--- config.mk ---
export PLATFORM = sky130hd
export DESIGN_NAME = cassette_file_framer_flat
export DESIGN_NICKNAME = d
export VERILOG_FILES = /design/src/design/cff_pkg.sv /design/src/design/cff_if.sv /design/src/design/cassette_file_framer.sv /design/src/design/cff_front.sv /design/src/design/cff_queue.sv /design/src/design/cff_back.sv /design/src/flat_wrapper.sv
export SDC_FILE = /design/constraint.sdc
export NUM_CORES = 1
export LEC_CHECK = 0
export ABC_AREA = 1
export ABC_CLOCK_PERIOD_IN_PS = 7200
export BUFFER_PORTS_ARGS = -buffer_cell sky130_fd_sc_hd__buf_4
export CORE_AREA = 3 3 148 178
export DETAILED_ROUTE_END_ITERATION = 8
export DIE_AREA = 0 0 151 181
export GPL_TIMING_DRIVEN = 0
export PLACE_DENSITY = 0.8
export REMOVE_ABC_BUFFERS = 1
export SKIP_LAST_GASP = 1
export SYNTH_ARGS = -nofsm -noshare
export SYNTH_HDL_FRONTEND = slang
export SYNTH_SLANG_ARGS = --single-unit
--- constraint.sdc ---
create_clock -name i_clk -period 7.2 [get_ports i_clk]
set_input_delay 0.72 -clock i_clk [delete_from_list [all_inputs] [get_ports i_clk]]
set_output_delay 0.72 -clock i_clk [all_outputs]
set_load 0.05 [all_outputs]
--- src/design/cff_pkg.sv ---
`timescale 1ns / 1ps
`default_nettype none

package cff_pkg;

    typedef struct packed {
        logic [15:0] load_address;
        logic [15:0] payload_size;
        logic [63:0] name_head;
        logic [23:0] name_tail;
        logic [1:0]  file_type;
    } t_cfg;

    typedef struct packed {
        logic [7:0] data_byte;
        logic       first;
        logic       last;
    } t_item;

    localparam logic [2:0] REG_LOAD_ADDRESS = 3'd0;
    localparam logic [2:0] REG_PAYLOAD_SIZE = 3'd1;
    localparam logic [2:0] REG_NAME_HEAD    = 3'd2;
    localparam logic [2:0] REG_NAME_TAIL    = 3'd3;
    localparam logic [2:0] REG_FILE_TYPE    = 3'd4;

    localparam t_cfg CFG_RESET = '{
        load_address: 16'h6400,
        payload_size: 16'h0001,
        name_head:    64'h2020_2020_2020_2020,
        name_tail:    24'h20_2020,
        file_type:    2'd2
    };

    localparam logic [7:0] MAX_BLOCK_DATA = 8'd223;
    localparam logic [5:0] MAX_RESULTS    = 6'd57;
    localparam logic [5:0] LAST_RESULT    = 6'd56;

    localparam logic [7:0] SYNC_LEAD = 8'hDC;
    localparam logic [7:0] SYNC_FILL = 8'hFF;
    localparam logic [7:0] SYNC_MARK = 8'h01;
    localparam logic [7:0] SYNC_TAIL = 8'h3C;
    localparam logic [7:0] NAME_LEN  = 8'h14;
    localparam logic [7:0] BLK_NAME  = 8'h00;
    localparam logic [7:0] BLK_DATA  = 8'h01;
    localparam logic [7:0] BLK_END   = 8'hFF;

    function automatic logic [7:0] sync_byte(input logic [3:0] idx);
        logic [7:0] b;
        case (idx)
            4'd0:    b = SYNC_LEAD;
            4'd12:   b = SYNC_MARK;
            4'd13:   b = SYNC_TAIL;
            default: b = SYNC_FILL;
        endcase
        return b;
    endfunction

    function automatic logic [15:0] size_eff(input logic [15:0] size);
        return (size == 16'd0) ? 16'd1 : size;
    endfunction

endpackage

`default_nettype wire

--- src/design/cff_if.sv ---
`timescale 1ns / 1ps
`default_nettype none

interface cff_in_if;
    logic       valid;
    logic       ready;
    logic [7:0] data_byte;
    modport source (output valid, output data_byte, input ready);
    modport sink (input valid, input data_byte, output ready);
endinterface

interface cff_out_if;
    logic       valid;
    logic       ready;
    logic [7:0] out_byte;
    logic       last_of_run;
    logic       tape_end;
    modport source (output valid, output out_byte, output last_of_run, output tape_end,
                    input ready);
    modport sink (input valid, input out_byte, input last_of_run, input tape_end,
                  output ready);
endinterface

interface cff_cfg_if;
    logic        valid;
    logic        ready;
    logic [2:0]  index;
    logic [63:0] data;
    modport source (output valid, output index, output data, input ready);
    modport sink (input valid, input index, input data, output ready);
endinterface

`default_nettype wire

--- src/design/cassette_file_framer.sv ---
`timescale 1ns / 1ps
`default_nettype none

// An input byte goes through the queue, the back-end state and the output stage.
// Throughput: one tape byte per cycle while the output is ready; an item causes one byte
// for most payload bytes and up to 57 (MAX_RESULTS) for the first and last of a file.
// The sequencer in the back end sets that rate and holds while the output stage is full.
// Reset (synchronous, active low) clears the queue, the file state and the output stage,
// and loads the configuration registers with their default values.

module cassette_file_framer
    import cff_pkg::*;
(
    input  wire logic i_clk,
    input  wire logic i_rst_n,
    cff_in_if.sink    i_in,
    cff_out_if.source o_out,
    cff_cfg_if.sink   i_cfg
);

    t_cfg  r_cfg;
    logic  w_push;
    t_item w_push_item;
    logic  w_q_ready;
    logic  w_q_valid;
    t_item w_q_item;
    logic  w_pop;

    assign i_cfg.ready = 1'b1;

    always_ff @(posedge i_clk) begin
        if (!i_rst_n) begin
            r_cfg <= CFG_RESET;
        end else if (i_cfg.valid) begin
            case (i_cfg.index)
                REG_LOAD_ADDRESS: r_cfg.load_address <= i_cfg.data[15:0];
                REG_PAYLOAD_SIZE: r_cfg.payload_size <= i_cfg.data[15:0];
                REG_NAME_HEAD:    r_cfg.name_head    <= i_cfg.data;
                REG_NAME_TAIL:    r_cfg.name_tail    <= i_cfg.data[23:0];
                REG_FILE_TYPE:    r_cfg.file_type    <= i_cfg.data[1:0];
                default: ;
            endcase
        end
    end

    cff_front u_front (
        .i_clk     (i_clk),
        .i_rst_n   (i_rst_n),
        .i_in      (i_in),
        .i_cfg     (r_cfg),
        .i_q_ready (w_q_ready),
        .o_push    (w_push),
        .o_item    (w_push_item)
    );

    cff_queue u_queue (
        .i_clk   (i_clk),
        .i_rst_n (i_rst_n),
        .i_push  (w_push),
        .i_item  (w_push_item),
        .o_ready (w_q_ready),
        .o_valid (w_q_valid),
        .o_item  (w_q_item),
        .i_pop   (w_pop)
    );

    cff_back u_back (
        .i_clk     (i_clk),
        .i_rst_n   (i_rst_n),
        .i_cfg     (r_cfg),
        .i_q_valid (w_q_valid),
        .i_q_item  (w_q_item),
        .o_pop     (w_pop),
        .o_out     (o_out)
    );

endmodule

`default_nettype wire

--- src/design/cff_front.sv ---
`timescale 1ns / 1ps
`default_nettype none

module cff_front
    import cff_pkg::*;
(
    input  wire logic i_clk,
    input  wire logic i_rst_n,
    cff_in_if.sink    i_in,
    input  wire t_cfg i_cfg,
    input  wire logic i_q_ready,
    output logic      o_push,
    output t_item     o_item
);

    logic        r_started;
    logic [15:0] r_count;
    logic [15:0] w_count;
    logic [16:0] w_next;
    logic        w_last;

    assign i_in.ready = i_q_ready;
    assign o_push     = i_in.valid && i_q_ready;

    assign w_count = r_started ? r_count : 16'd0;
    assign w_next  = {1'b0, w_count} + 17'd1;
    assign w_last  = w_next >= {1'b0, size_eff(i_cfg.payload_size)};

    assign o_item.data_byte = i_in.data_byte;
    assign o_item.first     = !r_started;
    assign o_item.last      = w_last;

    always_ff @(posedge i_clk) begin
        if (!i_rst_n) begin
            r_started <= 1'b0;
            r_count   <= 16'd0;
        end else if (o_push) begin
            if (w_last) begin
                r_started <= 1'b0;
                r_count   <= 16'd0;
            end else begin
                r_started <= 1'b1;
                r_count   <= w_next[15:0];
            end
        end
    end

endmodule

`default_nettype wire

--- src/design/cff_queue.sv ---
`timescale 1ns / 1ps
`default_nettype none

module cff_queue
    import cff_pkg::*;
(
    input  wire logic  i_clk,
    input  wire logic  i_rst_n,
    input  wire logic  i_push,
    input  wire t_item i_item,
    output logic       o_ready,
    output logic       o_valid,
    output t_item      o_item,
    input  wire logic  i_pop
);

    localparam int DEPTH = 2;
    localparam int AW    = $clog2(DEPTH);
    localparam logic [AW:0] FULL = (AW + 1)'(DEPTH);

    t_item         r_mem [DEPTH];
    logic [AW-1:0] r_wr;
    logic [AW-1:0] r_rd;
    logic [AW:0]   r_fill;

    assign o_ready = r_fill != FULL;
    assign o_valid = r_fill != '0;
    assign o_item  = r_mem[r_rd];

    always_ff @(posedge i_clk) begin
        if (i_push) begin
            r_mem[r_wr] <= i_item;
        end
    end

    always_ff @(posedge i_clk) begin
        if (!i_rst_n) begin
            r_wr   <= '0;
            r_rd   <= '0;
            r_fill <= '0;
        end else begin
            if (i_push) begin
                r_wr <= r_wr + 1'b1;
            end
            if (i_pop) begin
                r_rd <= r_rd + 1'b1;
            end
            case ({i_push, i_pop})
                2'b10:   r_fill <= r_fill + 1'b1;
                2'b01:   r_fill <= r_fill - 1'b1;
                default: r_fill <= r_fill;
            endcase
        end
    end

endmodule

`default_nettype wire

--- src/design/cff_back.sv ---
`timescale 1ns / 1ps
`default_nettype none

module cff_back
    import cff_pkg::*;
(
    input  wire logic  i_clk,
    input  wire logic  i_rst_n,
    input  wire t_cfg  i_cfg,
    input  wire logic  i_q_valid,
    input  wire t_item i_q_item,
    output logic       o_pop,
    cff_out_if.source  o_out
);

    localparam logic [2:0] S_IDLE = 3'd0;
    localparam logic [2:0] S_NAME = 3'd1;
    localparam logic [2:0] S_HDR  = 3'd2;
    localparam logic [2:0] S_BYTE = 3'd3;
    localparam logic [2:0] S_SUM  = 3'd4;
    localparam logic [2:0] S_END  = 3'd5;

    localparam logic [1:0] SRC_PRE  = 2'd0;
    localparam logic [1:0] SRC_DATA = 2'd1;
    localparam logic [1:0] SRC_POST = 2'd2;
    localparam logic [1:0] SRC_PAD  = 2'd3;

    localparam logic [5:0] NAME_SUM_START = 6'd15;
    localparam logic [5:0] NAME_SUM_STOP  = 6'd29;
    localparam logic [5:0] NAME_TYPE      = 6'd27;
    localparam logic [5:0] NAME_LAST      = 6'd36;
    localparam logic [5:0] HDR_SYNC_END   = 6'd12;
    localparam logic [5:0] HDR_LAST       = 6'd13;
    localparam logic [5:0] END_SYNC_END   = 6'd14;
    localparam logic [5:0] END_LAST       = 6'd16;
    localparam logic [2:0] AMBLE_LAST     = 3'd4;

    logic [2:0]  r_state, n_state;
    logic [5:0]  r_idx, n_idx;
    logic [1:0]  r_src, n_src;
    logic [2:0]  r_k, n_k;
    logic [16:0] r_pos, n_pos;
    logic [7:0]  r_rem, n_rem;
    logic [7:0]  r_sum, n_sum;
    logic [5:0]  r_cnt, n_cnt;
    logic [7:0]  r_byte, n_byte;
    logic        r_last, n_last;

    logic        r_ovalid;
    logic [7:0]  r_obyte;
    logic        r_olast;
    logic        r_oend;

    logic        w_out_free;
    logic        w_drop;
    logic        w_adv;
    logic [15:0] w_size;
    logic [16:0] w_need;
    logic [16:0] w_limit;
    logic [16:0] w_span;
    logic [16:0] w_total;
    logic [7:0]  w_len;
    logic [7:0]  w_name;
    logic [7:0]  w_sb;
    logic [7:0]  w_endb;
    logic [7:0]  w_emit;
    logic        w_is_end;
    logic        w_step_last;
    logic        w_step;
    logic        w_go_stream;
    logic        w_go_end;
    logic        w_fin;

    assign w_out_free = !r_ovalid || o_out.ready;
    assign w_drop     = r_cnt == MAX_RESULTS;
    assign w_adv      = (r_state != S_IDLE) && (w_drop || w_out_free);
    assign w_size     = size_eff(i_cfg.payload_size);

    always_comb begin
        case (r_src)
            SRC_PRE:  w_need = 17'd11 - {14'd0, r_k};
            SRC_DATA: w_need = 17'd6;
            SRC_POST: w_need = 17'd5 - {14'd0, r_k};
            default:  w_need = 17'd1;
        endcase
    end

    assign w_limit = {1'b0, w_size} + 17'd10;
    assign w_span  = (w_limit > r_pos) ? (w_limit - r_pos) : 17'd0;
    assign w_total = (w_span > w_need) ? w_span : w_need;
    assign w_len   = (w_total > {9'd0, MAX_BLOCK_DATA}) ? MAX_BLOCK_DATA : w_total[7:0];

    always_comb begin
        w_name = 8'h00;
        if (r_idx < 6'd14) begin
            w_name = sync_byte(r_idx[3:0]);
        end else if (r_idx == NAME_SUM_START) begin
            w_name = NAME_LEN;
        end else if (r_idx >= 6'd16 && r_idx <= 6'd23) begin
            w_name = i_cfg.name_head[8 * (7 - int'(r_idx[2:0])) +: 8];
        end else if (r_idx >= 6'd24 && r_idx <= 6'd26) begin
            w_name = i_cfg.name_tail[8 * (2 - int'(r_idx[1:0])) +: 8];
        end else if (r_idx == NAME_TYPE) begin
            w_name = {6'd0, i_cfg.file_type};
        end else if (r_idx == NAME_SUM_STOP) begin
            w_name = 8'hFF;
        end else if (r_idx == NAME_LAST) begin
            w_name = r_sum;
        end
    end

    always_comb begin
        case (r_src)
            SRC_PRE: begin
                case (r_k)
                    3'd1:    w_sb = w_size[15:8];
                    3'd2:    w_sb = w_size[7:0];
                    3'd3:    w_sb = i_cfg.load_address[15:8];
                    3'd4:    w_sb = i_cfg.load_address[7:0];
                    default: w_sb = 8'h00;
                endcase
            end
            SRC_DATA: w_sb = r_byte;
            SRC_POST: begin
                case (r_k)
                    3'd0:    w_sb = 8'hFF;
                    3'd3:    w_sb = i_cfg.load_address[15:8];
                    3'd4:    w_sb = i_cfg.load_address[7:0];
                    default: w_sb = 8'h00;
                endcase
            end
            default: w_sb = 8'h00;
        endcase
    end

    always_comb begin
        if (r_idx < END_SYNC_END) begin
            w_endb = sync_byte(r_idx[3:0]);
        end else if (r_idx == END_SYNC_END || r_idx == END_LAST) begin
            w_endb = BLK_END;
        end else begin
            w_endb = 8'h00;
        end
    end

    always_comb begin
        case (r_state)
            S_NAME: w_emit = w_name;
            S_HDR: begin
                if (r_idx < HDR_SYNC_END) begin
                    w_emit = sync_byte(r_idx[3:0] + 4'd2);
                end else if (r_idx == HDR_SYNC_END) begin
                    w_emit = BLK_DATA;
                end else begin
                    w_emit = w_len;
                end
            end
            S_BYTE:  w_emit = w_sb;
            S_SUM:   w_emit = r_sum;
            S_END:   w_emit = w_endb;
            default: w_emit = 8'h00;
        endcase
    end

    assign w_is_end    = (r_state == S_END) && (r_idx == END_LAST);
    assign w_step_last = w_is_end
                      || ((r_src == SRC_DATA) && !r_last
                          && (((r_state == S_BYTE) && (r_rem != 8'd1)) || (r_state == S_SUM)));

    always_comb begin
        n_state     = r_state;
        n_idx       = r_idx;
        n_src       = r_src;
        n_k         = r_k;
        n_pos       = r_pos;
        n_rem       = r_rem;
        n_sum       = r_sum;
        n_cnt       = r_cnt;
        n_byte      = r_byte;
        n_last      = r_last;
        w_step      = 1'b0;
        w_go_stream = 1'b0;
        w_go_end    = 1'b0;
        w_fin       = 1'b0;
        o_pop       = 1'b0;
        if (w_adv) begin
            if (!w_drop) begin
                n_cnt = r_cnt + 6'd1;
            end
            case (r_state)
                S_NAME: begin
                    if (r_idx == NAME_SUM_START) begin
                        n_sum = NAME_LEN;
                    end else if (r_idx > NAME_SUM_START && r_idx <= NAME_SUM_STOP) begin
                        n_sum = r_sum + w_name;
                    end
                    if (r_idx == NAME_LAST) begin
                        n_pos       = 17'd0;
                        n_rem       = 8'd0;
                        n_sum       = 8'd0;
                        w_go_stream = 1'b1;
                    end else begin
                        n_idx = r_idx + 6'd1;
                    end
                end
                S_HDR: begin
                    if (r_idx == HDR_LAST) begin
                        n_state = S_BYTE;
                        n_rem   = w_len;
                        n_sum   = w_len + 8'd1;
                    end else begin
                        n_idx = r_idx + 6'd1;
                    end
                end
                S_BYTE: begin
                    n_rem = r_rem - 8'd1;
                    n_pos = r_pos + 17'd1;
                    n_sum = r_sum + w_sb;
                    if (r_rem == 8'd1) begin
                        n_state = S_SUM;
                    end else begin
                        w_step = 1'b1;
                    end
                end
                S_SUM: w_step = 1'b1;
                S_END: begin
                    if (r_idx == END_LAST) begin
                        w_fin = 1'b1;
                        n_pos = 17'd0;
                        n_rem = 8'd0;
                        n_sum = 8'd0;
                    end else begin
                        n_idx = r_idx + 6'd1;
                    end
                end
                default: ;
            endcase
            if (w_step) begin
                case (r_src)
                    SRC_PRE: begin
                        if (r_k == AMBLE_LAST) begin
                            n_src = SRC_DATA;
                            n_k   = 3'd0;
                        end else begin
                            n_k = r_k + 3'd1;
                        end
                        w_go_stream = 1'b1;
                    end
                    SRC_DATA: begin
                        if (r_last) begin
                            n_src       = SRC_POST;
                            n_k         = 3'd0;
                            w_go_stream = 1'b1;
                        end else begin
                            w_fin = 1'b1;
                        end
                    end
                    SRC_POST: begin
                        if (r_k != AMBLE_LAST) begin
                            n_k         = r_k + 3'd1;
                            w_go_stream = 1'b1;
                        end else if (n_rem != 8'd0) begin
                            n_src       = SRC_PAD;
                            w_go_stream = 1'b1;
                        end else begin
                            w_go_end = 1'b1;
                        end
                    end
                    default: begin
                        if (n_rem != 8'd0) begin
                            w_go_stream = 1'b1;
                        end else begin
                            w_go_end = 1'b1;
                        end
                    end
                endcase
            end
            if (w_go_stream) begin
                n_state = (n_rem == 8'd0) ? S_HDR : S_BYTE;
                n_idx   = 6'd0;
            end
            if (w_go_end) begin
                n_state = S_END;
                n_idx   = 6'd0;
            end
        end
        if (r_state == S_IDLE || w_fin) begin
            if (i_q_valid) begin
                o_pop  = 1'b1;
                n_byte = i_q_item.data_byte;
                n_last = i_q_item.last;
                n_cnt  = 6'd0;
                n_idx  = 6'd0;
                n_k    = 3'd0;
                if (i_q_item.first) begin
                    n_state = S_NAME;
                    n_src   = SRC_PRE;
                end else begin
                    n_src   = SRC_DATA;
                    n_state = (n_rem == 8'd0) ? S_HDR : S_BYTE;
                end
            end else begin
                n_state = S_IDLE;
            end
        end
    end

    always_ff @(posedge i_clk) begin
        if (!i_rst_n) begin
            r_state <= S_IDLE;
            r_idx   <= 6'd0;
            r_src   <= SRC_PRE;
            r_k     <= 3'd0;
            r_pos   <= 17'd0;
            r_rem   <= 8'd0;
            r_sum   <= 8'd0;
            r_cnt   <= 6'd0;
            r_last  <= 1'b0;
        end else begin
            r_state <= n_state;
            r_idx   <= n_idx;
            r_src   <= n_src;
            r_k     <= n_k;
            r_pos   <= n_pos;
            r_rem   <= n_rem;
            r_sum   <= n_sum;
            r_cnt   <= n_cnt;
            r_last  <= n_last;
        end
    end

    always_ff @(posedge i_clk) begin
        r_byte <= n_byte;
    end

    always_ff @(posedge i_clk) begin
        if (!i_rst_n) begin
            r_ovalid <= 1'b0;
        end else if (w_out_free) begin
            r_ovalid <= w_adv && !w_drop;
        end
    end

    always_ff @(posedge i_clk) begin
        if (w_adv && !w_drop) begin
            r_obyte <= w_emit;
            r_olast <= w_step_last || (r_cnt == LAST_RESULT);
            r_oend  <= w_is_end;
        end
    end

    assign o_out.valid       = r_ovalid;
    assign o_out.out_byte    = r_obyte;
    assign o_out.last_of_run = r_olast;
    assign o_out.tape_end    = r_oend;

    a_cnt_bound: assert property (@(posedge i_clk) disable iff (!i_rst_n)
        r_cnt <= MAX_RESULTS)
        else $error("result count past limit");

    a_byte_open: assert property (@(posedge i_clk) disable iff (!i_rst_n)
        (r_state == S_BYTE) |-> (r_rem != 8'd0))
        else $error("data byte with no open block");

    a_end_last: assert property (@(posedge i_clk) disable iff (!i_rst_n)
        (r_ovalid && r_oend) |-> r_olast)
        else $error("end of tape not flagged as last of run");

    a_pop_valid: assert property (@(posedge i_clk) disable iff (!i_rst_n)
        o_pop |-> i_q_valid)
        else $error("pop from empty queue");

endmodule

`default_nettype wire

--- src/flat_wrapper.sv ---
// flat-port wrapper written by rule: the top's interface ports become plain ports
module cassette_file_framer_flat import cff_pkg::*;
  (i_clk, i_rst_n, i_in_valid, i_in_data_byte, i_in_ready, o_out_valid, o_out_out_byte, o_out_last_of_run, o_out_tape_end, o_out_ready, i_cfg_valid, i_cfg_index, i_cfg_data, i_cfg_ready);
  cff_in_if i_in_i ();
  cff_out_if o_out_i ();
  cff_cfg_if i_cfg_i ();
  input  wire logic i_clk;
  input  wire logic i_rst_n;
  input wire logic [$bits(i_in_i.valid)-1:0] i_in_valid;
  input wire logic [$bits(i_in_i.data_byte)-1:0] i_in_data_byte;
  output wire logic [$bits(i_in_i.ready)-1:0] i_in_ready;
  output wire logic [$bits(o_out_i.valid)-1:0] o_out_valid;
  output wire logic [$bits(o_out_i.out_byte)-1:0] o_out_out_byte;
  output wire logic [$bits(o_out_i.last_of_run)-1:0] o_out_last_of_run;
  output wire logic [$bits(o_out_i.tape_end)-1:0] o_out_tape_end;
  input wire logic [$bits(o_out_i.ready)-1:0] o_out_ready;
  input wire logic [$bits(i_cfg_i.valid)-1:0] i_cfg_valid;
  input wire logic [$bits(i_cfg_i.index)-1:0] i_cfg_index;
  input wire logic [$bits(i_cfg_i.data)-1:0] i_cfg_data;
  output wire logic [$bits(i_cfg_i.ready)-1:0] i_cfg_ready;
  assign i_in_i.valid = i_in_valid;
  assign i_in_i.data_byte = i_in_data_byte;
  assign i_in_ready = i_in_i.ready;
  assign o_out_valid = o_out_i.valid;
  assign o_out_out_byte = o_out_i.out_byte;
  assign o_out_last_of_run = o_out_i.last_of_run;
  assign o_out_tape_end = o_out_i.tape_end;
  assign o_out_i.ready = o_out_ready;
  assign i_cfg_i.valid = i_cfg_valid;
  assign i_cfg_i.index = i_cfg_index;
  assign i_cfg_i.data = i_cfg_data;
  assign i_cfg_ready = i_cfg_i.ready;
  cassette_file_framer u_core (.i_clk(i_clk), .i_rst_n(i_rst_n), .i_in(i_in_i), .o_out(o_out_i), .i_cfg(i_cfg_i));
endmodule
### Yosys cells after proc, flatten, opt, wreduce, memory -nomap -nowiden

Memory sizes are Yosys's and may differ from the RTL's. A register that Yosys moved wholly into a read port is not among the register bits.
Index checks and enable logic that the tools add are counted.

* output and inout port bits: 13
* logic and storage cells: 259
* memory bits (writable): 20
* register bits: 216
* input bits: 80
* memories: 1

Memories
* u_core.u_queue.r_mem: depth 2, width 10, rd ports 1, clocked after memory_dff 1, wr ports 1, line cff_queue.sv:21 `t_item r_mem [DEPTH];`

* $add $sub $neg: 20
* multiplexer cells: 111
* equality and inequality tests: 41
* reduce and logical (&&, ||, !) cells: 48
* magnitude comparators: 12
* shift operators: 2

Operator list (count)
* $mux 8: 22
* $pmux 17 s3: 2
* $pmux 8 s3: 4
* $pmux 8 s4: 3
* $mux 6: 12
* $mux 17: 4
* $shiftx 64x7->8: 1
* $mux 16: 3
* $mux 3: 14
* $pmux 8 s5: 1
* $gt 17x17->1: 2
* $mux 1: 29
* $eq 6x4->1 const B: 4
* $shiftx 24x6->8: 1
* $eq 3x2->1 const B: 6
* $eq 6x5->1 const B: 3
* $eq 6x6->1 const B: 3
* $le 6x5->1 const B: 3
* $mux 2: 9
* $pmux 6 s3: 1
* $add 16x1->17 const B: 1
* $add 16x4->17 const B: 1
* $add 17x1->17 const B: 1
* $ge 17x16->1: 1
* other kinds (53): 103

### Logic depth before layout (Yosys ltp)

Gate-level depths: netlist of run 1.

* depth in word-level cells: 23
* depth in mapped cells: 51
* mapped depth without buffers: 47

### Modules after synthesis

A second synthesis of run 1 with hierarchy kept.

* cell total of the unflattened synthesis: 2472
* area total of the unflattened synthesis: 16334.4 um^2

Modules (own cells, without submodules)
* cff_back: area each 8758.4 um^2, instances 1, cells each 1443, sequential area each 1641.6 um^2
* cassette_file_framer: area each 4947.2 um^2, instances 1, cells each 723, sequential area each 2442.3 um^2
* cff_front: area each 1642.8 um^2, instances 1, cells each 243, sequential area each 340.3 um^2
* cff_queue: area each 985.9 um^2, instances 1, cells each 63, sequential area each 700.7 um^2

### Worst setup path after synthesis of run 1

Ideal clock, no wire load.

* path kind: flip-flop to flip-flop
* start point: reg u_core.r_cfg[92] in the netlist's numbering
* end point: reg u_core.u_back.r_state[0]
* path buffers: 4
* stages on the path, launching flop included: 49
* data arrival time: 5.435 ns
* data required time: 7.086 ns
* setup slack: 1.651 ns
* library setup time: 0.114 ns
* clock period less this slack: 5.549 ns
* cells stage by stage: dfxtp_1 -> clkbuf_1 -> ha_1 -> nor2_1 -> nor2_1 -> nand3_1 -> nor3_1 -> nand3_1 -> nor3_1 -> nand3_1 -> xor2_1 -> ha_1 -> nand2_1 -> nor2_1 -> nand2_1 -> nand2_1 -> nor2_2 -> nand2_2 -> [... 13 more ...] -> nand2_1 -> nand2_2 -> nand2_4 -> nor2_8 -> nand3_2 -> nand2_1 -> nand2_1 -> nor2_2 -> nand2_1 -> nor2_2 -> nand3_2 -> buf_6 -> nand2_2 -> nor2_2 -> nand2_4 -> nand3_1 -> a21oi_1 -> nor2_1

* longest elaborated chain between the ends: 22
* elaborated cells between the ends (all ways): 39
* those cells by class: add/sub: 2; order compare: 3; eq/ne: 2; mux: 26; reduce/logical: 6

Ends and longest elaborated chain
* start, declared: line cassette_file_framer.sv:21 `t_cfg r_cfg;`
* $logic_not 16->1: line cff_pkg.sv:59 `return (size == 16'd0) ? 16'd1 : size;`
* $mux 16 *: line cff_pkg.sv:59
* $add 16x4->17 *: line cff_back.sv:88 `assign w_limit = {1'b0, w_size} + 17'd10;`
* $sub 17x17->17 or $gt 17x17->1 (tied branches): line cff_back.sv:89 `assign w_span = (w_limit > r_pos) ? (w_limit - r_pos) : 17'd0;`
* $mux 17 *: line cff_back.sv:89
* $gt 17x17->1: line cff_back.sv:90 `assign w_total = (w_span > w_need) ? w_span : w_need;`
* $mux 17 *: line cff_back.sv:90
* $gt 17x8->1: line cff_back.sv:91 `assign w_len = (w_total > {9'd0, MAX_BLOCK_DATA}) ? MAX_BLOCK_DATA : w_total[7:0];`
* [... 6 more ...]
* $mux 1: line cff_back.sv:259 `if (r_k != AMBLE_LAST) begin`
* $pmux 1 s3: line cff_back.sv:239 `case (r_src)`
* $mux 1: line cff_back.sv:238 `if (w_step) begin`
* $mux 1: line cff_back.sv:186 `if (w_adv) begin`
* $mux 3: line cff_back.sv:278 `if (w_go_stream) begin`
* $mux 3: line cff_back.sv:282 `if (w_go_end) begin`
* $mux 3: line cff_back.sv:186
* $mux 3: line cff_back.sv:287 `if (r_state == S_IDLE || w_fin) begin`
* end signal, assigned: line cff_back.sv:320 `r_state <= n_state;`
* end, declared: line cff_back.sv:38 `logic [2:0] r_state, n_state;`

Mark *: on every way between the ends. The rest lies on a longest branch, timed or not. The select of a mux whose other input is x is not followed.
A chain may end at the register's enable or synchronous reset.

### Worst setup path after layout of run 1

* start point: reg u_core.r_cfg[91] in the netlist's numbering
* end point: reg u_core.u_back.r_state[2]

* longest elaborated chain between the ends: 22
* elaborated cells between the ends (all ways): 32
* those cells by class: add/sub: 2; order compare: 3; eq/ne: 2; mux: 21; reduce/logical: 4

Ends and longest elaborated chain (line)
* $logic_not 16->1: cff_pkg.sv:59
* $mux 16 *: cff_pkg.sv:59
* $add 16x4->17 *: cff_back.sv:88
* $sub 17x17->17 or $gt 17x17->1 (tied branches): cff_back.sv:89
* $mux 17 *: cff_back.sv:89
* $gt 17x17->1: cff_back.sv:90
* $mux 17 *: cff_back.sv:90
* $gt 17x8->1: cff_back.sv:91
* [... 6 more ...]
* $mux 1: cff_back.sv:259
* $pmux 1 s3: cff_back.sv:239
* $mux 1: cff_back.sv:238
* $mux 1: cff_back.sv:186
* $mux 3: cff_back.sv:278
* $mux 3: cff_back.sv:282
* $mux 3: cff_back.sv:186
* $mux 3: cff_back.sv:287

Marks and branches as above.

==> results of run 1 <==
==> layout by cell type (no fill, tap or decap), types with 6 or more instances in the layout <==
master and instances:
nand3_2 6, buf_4 95, nor3_1 29, o21ai_0 230, inv_2 6, xor2_1 32
o211ai_1 14, nand3_1 79, a31oi_1 9, a21oi_1 158, nor2_1 340, xnor2_1 12
o31ai_1 7, a221oi_1 19, o2111ai_1 10, edfxtp_1 38, a22oi_1 13, nand4_1 29
nor2_2 11, nand2_2 11, dfxtp_1 198, clkbuf_16 25, nand2_1 451, ha_1 87
inv_1 281, o22ai_1 16, clkinv_1 6
==> registers in the layout (all words and copies together) (netlist names), 2 cells and up, named ones only <==
name and count:
u_core.u_queue.r_mem 20, u_core.u_back.r_pos 17, u_core.u_back.o_out.out_byte 8, u_core.u_back.r_state 3, u_core.u_back.r_rem 8, u_core.u_back.r_sum 8
u_core.u_back.r_idx 6, u_core.u_front.r_count 16, u_core.u_back.r_byte 8, u_core.u_back.r_k 3, u_core.u_back.r_src 2, u_core.r_cfg 122
u_core.u_back.r_cnt 6, u_core.u_queue.r_fill 2
==> report_power, final <==
part / switching (uW) / internal, uW
logic: 2030 / 910
registers: 221 / 1570
clock network: 557 / 821
total: 2800 / 3300
==> cells by family after synthesis <==
| logic type | synth area share, % |
|---|---|
| other | 0.0246 |
| buffers and inverters | 9.44 |
| muxes | 0.0655 |
| adders and majority gates | 7.52 |
| AOI/OAI and AO/OA | 19.3 |
| and+or+nand+nor | 27.5 |
| DFF | 33.6 |
| xor gates and xnor gates | 2.64 |
==> area by class of cell <==
class                   count  area (um^2)  share of cell area, %
repair buffers             99          762                   4.47
well taps                 325          407                   2.39
flip-flops and latches    237         5130                   30.1
multi-input cells        1645         8760                   51.4
clock buffers              31          678                   3.98
clock inverters            14          201                   1.18
inverters                 294         1110                   6.49
==> through the flow <==
stage                     util [%]  std cells
after floorplan                  -       2176
after global placement        64.7       2592
after detailed placement      64.9       2595
after CTS                     68.5       2640
after global routing          68.8       2645
final                         68.8       2645
==> routing by layer <==
metal / GRT usage [%] / routed length, um / up-vias
met1: 39.0 / 17700 / 7006
met3: 3.61 / 2540 / 132
met5: 0 / 0 / -
li1: - / - / 7532
met2: 53.1 / 20400 / 502
met4: 13.1 / 2180 / 0
==> path summary, 6_finish.rpt <==
path,start,endpoint,slack (ns)
worst max register to register,u_core.r_cfg[91]$_SDFFE_PN0P_,u_core.u_back.r_state[2]$_SDFFE_PN0P_,0.63
worst max-delay path,u_core.r_cfg[91]$_SDFFE_PN0P_,u_core.u_back.r_state[2]$_SDFFE_PN0P_,0.63
worst min register to register,u_core.r_cfg[22]$_SDFFE_PN0P_,u_core.r_cfg[22]$_SDFFE_PN0P_,0.45
worst min-delay path,i_in_data_byte[7],u_core.u_queue.r_mem[0][9]$_DFFE_PP_,0.37
==> synth_stat cells (all sizes together) (6+ instances only) <==
library cell	instances
nand2	467
nor2	355
inv	288
o21ai	235
dfxtp	199
a21oi	160
ha	87
nand3	87
clkbuf	69
edfxtp	38
xor2	34
nor3	33
nand4	30
a221oi	19
o22ai	16
o211ai	14
a22oi	13
buf	13
xnor2	12
o2111ai	10
a31oi	9
o31ai	7
clkinv	6
==> critical path, delay by kind of cell, from the launching register on <==
| kind | cells | cell delay, ns |
|---|---|---|
| AOI/OAI and AO/OA | 3 | 0.66 |
| adders and majority gates | 2 | 0.68 |
| buffers and inverters | 3 | 0.43 |
| DFF | 1 | 0.34 |
| and+or+nand+nor | 34 | 4.33 |
==> repair_timing <==
action	in CTS	in global routing
setup endpoints to repair	3	12
pin swaps	0	2
setup buffers	0	4
gates resized for setup	1	11
==> impl_metrics.yaml, run 1 <==
worst_setup_path:
  critPathLaunchType: "flop"
  crit_type: "reg -> reg"
  worst-path-max-fanout: 17
  cp_common_cell: "nand2_1"
  critPathRequiredTime_ns: 7.63
  worst-r2r-cell-count: 42
  cp-end-kind: "flop"
  slowest_delay_ns: 0.38
  cp.arrival_ns: 7.00
  cp_slowest_cell: "ha_1"
clocking:
  holdBufCountCts: 0
  clockBufferDepth: 3
  numCtsBuffers: 25
  cts_tree: "yes"
  worstSkewPairLatency_ns: 0.54
  htree_levels: 1
  cts-root-buf: "clkbuf_16"
  clock_sinks: 237
  clk_pin_slew_ns: 0.06
global_route:
  grt_pass1_vias: 14300
  grt_pass1_wl_um: 70000
  grt_start_max_net_pins: 134
  grt_antenna_before_repair: 0
  grt_usage_pct: 30.9
  grt_overflow: 0
power:
  p_total_uw: 6110
  peakVddDrop_mv: 0.265
  power_density_nw_per_um2: 358
  leakage_uw: 0.00777
sta:
  fin_tns_setup_ns: 0
  finalHoldWorstSlack_ns: 0.367
  finalWorstSetupSlack_ns: 0.632
  finalSetupViolations: 0
  slew_headroom_pct: 11.3
  timing.fmax_ghz: 0.152
  period_share_pct: 91.2
  fin_crit_ns: 6.57
  hold_viol_final: 0
  slew_viol_final: 0
  rsz0062_at_grt: "false"
  worstMarginPinSlew_ns: 1.32
  fin_skew_ns: 0.0103
place:
  place_area_um2: 16100
  dp_slack_ns: 0.000417
  place_congestion: 0.985
  hpwl_um: 32200
  port_buffers: 91
logic_synthesis:
  synth_edf_count: 38
  synth-async-reset-ratio_pct: 0
  synthTopCellsByArea: "dfxtp_1 (26%), nand2_1 (11%), nor2_1 (8.4%)"
  avgSynthCellArea_um2: 6.76
  yosys_warnings: 0
  yosysTopAreaCellShare_pct: 26.1
  netlist_area_um2: 15300
  synth_top_cell_by_area: "dfxtp_1"
  ys_seq_elements: 237
  ys_seq_area_share_pct: 33.6
  synth.distinct_cells: 63
  syn_inst: 2258
  synthFlopType: "dfxtp_1"
route:
  wire_per_inst_um: 16.2
  vias_per_cell: 5.74
  firstDrtPassIters: 6
  ant_nets: 0
  drc: 0
  drt_first_iter_violations: 1193
  routed_wl_um: 42800
  vias: 15200
layout:
  final_area_um2: 17000
  nFillCells: 2261
  diodes: 0
  area_growth_pct: 11.6
  nets: 2472
  drive_gt1_share_pct: 8.92
floorplanning:
  num_rows: 63
  start_util_pct: 61.7
  dieArea_um2: 27300
  die_h_um: 181
  dieWidth_um: 151
  io_pins: 93
  core_region_area_um2: 24800
min_path:
  min_path_cells: 1
  hold_path_class: "in -> reg"
job:
  drv_cap: 0
status:
  status: "completed"
Power figures use the tool's default switching activity.
==> run 2, diff against run 1 <==
- ABC_AREA: 1 -> unset
- CORE_AREA: 3 3 148 178 -> 3 3 147 178
- DIE_AREA: 0 0 151 181 -> 0 0 150 181
==> run 2 against run 1 <==
  * Routed wire length is 1.6% higher
  * Worst setup slack worse by 0.17 ns
  * Die area fell by 0.66%
  * Synthesized area fell by 0.83%
  * Highest routed layer unchanged
  * Count of clock-buffer cells in the layout increased by 3
  * Critical endpoint is now u_core.u_back.r_sum[6]$_SDFFE_PN0P_
  * Critical path type unchanged
==> impl_metrics.yaml, run 2 <==
place:
  port_buffers: 91
  place_congestion: 0.988
  place_area_um2: 15900
  hpwl_um: 31500
  dp_slack_ns: 0.132
floorplanning:
  io_pins: 93
  dieArea_um2: 27200
  dieWidth_um: 150
  core_region_area_um2: 24600
  die_h_um: 181
  start_util_pct: 61.6
  num_rows: 63
clocking:
  cts_tree: "yes"
  clockBufferDepth: 3
  worstSkewPairLatency_ns: 0.54
  clk_pin_slew_ns: 0.07
  cts-root-buf: "clkbuf_16"
  holdBufCountCts: 0
  htree_levels: 1
  clock_sinks: 237
  numCtsBuffers: 26
logic_synthesis:
  yosys_warnings: 0
  synth-async-reset-ratio_pct: 0
  avgSynthCellArea_um2: 7.81
  synth.distinct_cells: 95
  synth_edf_count: 38
  synth_top_cell_by_area: "dfxtp_1"
  synthFlopType: "dfxtp_1"
  ys_seq_elements: 237
  synthMuxAreaShare_pct: 4.90
  synthAdderAreaFrac_pct: 7.65
  yosysTopAreaCellShare_pct: 26.3
  yosysMostFrequentCell: "nand2_1"
  synth_top_family_by_area: "simple AND/OR/NAND/NOR gates"
  synth_common_cells: "nand2_1 (381), a21oi_1 (226), dfxtp_1 (199)"
  synthTopCellsByArea: "dfxtp_1 (26%), nand2_1 (9.4%), edfxtp_1 (7.5%)"
  synth_compound_area_share_pct: 21.2
  ys_seq_area_share_pct: 33.8
  netlist_area_um2: 15100
  syn_inst: 1938
  synthXorXnorAreaFrac_pct: 4.45
  synth-simple-area-share_pct: 23.2
sta:
  hold_viol_final: 0
  slew_viol_final: 0
  finalWorstSetupSlack_ns: 0.460
  rsz0062_at_grt: "false"
  finalSetupViolations: 0
  slew_headroom_pct: 8.79
  worstMarginPinSlew_ns: 1.37
  period_share_pct: 93.6
  fin_crit_ns: 6.74
  fin_tns_setup_ns: 0
  fin_skew_ns: 0.0123
  timing.fmax_ghz: 0.148
power:
  p_total_uw: 4810
  leakage_uw: 0.00629
  power_density_nw_per_um2: 285
  peakVddDrop_mv: 0.220
layout:
  top_register: "u_core.r_cfg"
  nFillCells: 2092
  layout_common_cells: "nand2_1 (381), a21oi_1 (225), dfxtp_1 (195)"
  final_common_cell: "nand2_1"
  nets: 2119
  largestRegisters: "u_core.r_cfg x122, u_core.u_queue.r_mem x20, u_core.u_back.r_pos x17"
  final_area_um2: 16900
  drive_gt1_share_pct: 10.6
  diodes: 0
  final_util_pct: 68.6
  largest_reg_flops: 122
  area_growth_pct: 11.4
worst_setup_path:
  cp_common_cell: "a21oi_1"
  cp.arrival_ns: 7.14
  crit_type: "reg -> reg"
  cp-end-kind: "flop"
  critPathRequiredTime_ns: 7.60
  worst-path-max-fanout: 12
  slowest_delay_ns: 0.49
  cp_slowest_cell: "dfxtp_1"
  critPathLaunchType: "flop"
  r2r_setup_slack_ns: 0.46
min_path:
  hold_path_class: "in -> reg"
route:
  routed_wl_um: 43500
  vias_per_cell: 6.30
  wire_per_inst_um: 18.9
  ant_nets: 0
  drc: 0
  firstDrtPassIters: 6
  vias: 14400
  drt_first_iter_violations: 1251
global_route:
  grt_overflow: 0
  grt_antenna_before_repair: 0
  grt_start_max_net_pins: 89
  grt_pass1_vias: 13700
  grt_pass1_wl_um: 69800
  grt_usage_pct: 31.3
status:
  status: "completed"
job:
  drv_cap: 0
-- run 2: changes by cell type after synthesis, sizes merged, moves of 21 or more --
cell    before  now
clkbuf      69   95
and3         1   23
a21oi      160  227
inv        288   69
nand3       87   66
o21ai      235   90
nor2       355  152
nand2      467  381
xnor2       12   56
mux2i        1   28
-- run 2: layout make-up --
class / count / area (um^2) / share of cell area, %
Multi-Input combinational cell: 1513 / 9330 / 55.3
Sequential cell: 237 / 5130 / 30.4
Timing Repair Buffer: 102 / 826 / 4.89
Clock buffer: 34 / 743 / 4.41
Tap cell: 325 / 407 / 2.41
Inverter: 69 / 262 / 1.55
Clock inverter: 14 / 174 / 1.03
-- run 2: where the power goes --
| group | internal, uW | total, uW | switching, uW |
|---|---|---|---|
| sequential | 1510 | 1670 | 154 |
| clock | 869 | 1430 | 556 |
| combinational | 633 | 1720 | 1080 |
| total | 3010 | 4810 | 1790 |
-- run 2: metrics by stage --
step           hold slack (ns)  instances
2_1_floorplan            0.433       1819
3_3_place_gp             0.439       2235
3_5_place_dp             0.446       2240
4_1_cts                  0.365       2288
5_1_grt                  0.365       2294
6_report                 0.373       2294
-- run 2: routing by layer --
layer | share of wire [%] | track usage [%] | routed length (um) | up-vias
met4 | 5.4 | 14.8 | 2340 | 0
met5 | 0 | 0 | 0 | -
met3 | 7.1 | 4.54 | 3090 | 148
met2 | 47 | 51.6 | 20600 | 615
met1 | 40 | 40.3 | 17400 | 6774
li1 | - | - | - | 6906
-- run 2: path summary, 6_finish.rpt --
check                           startpoint                              endpoint  depth (start not counted)
min                      i_in_data_byte[0]  u_core.u_queue.r_mem[1][2]$_DFFE_PP_                          1
max          u_core.r_cfg[92]$_SDFFE_PN0P_   u_core.u_back.r_sum[6]$_SDFFE_PN0P_                         26
max reg2reg  u_core.r_cfg[92]$_SDFFE_PN0P_   u_core.u_back.r_sum[6]$_SDFFE_PN0P_                         26
min reg2reg  u_core.r_cfg[36]$_SDFFE_PN0P_         u_core.r_cfg[36]$_SDFFE_PN0P_                          2
-- run 2: repair_timing --
item | in CTS | in global routing
resized for setup | 0 | 11
setup buffers | 0 | 6
setup endpoints to repair | 0 | 11
-- run 2: cells by family after synthesis --
logic type / Yosys count
xor+xnor: 77
fa+ha+maj: 91
compound gates: 510
flops: 237
mux: 53
buf+inv: 188
other cells: 1
simple gates: 781
-- run 2: critical path, delay by kind of cell, from the launching register on --
kind	cells	cell delay [ns]
muxes	1	0.19
and+or+nand+nor	9	1.80
adders and majority gates	3	0.99
xor gates and xnor gates	1	0.35
buffers and inverters	1	0.12
AOI/OAI and AO/OA	11	2.65
DFF	1	0.49
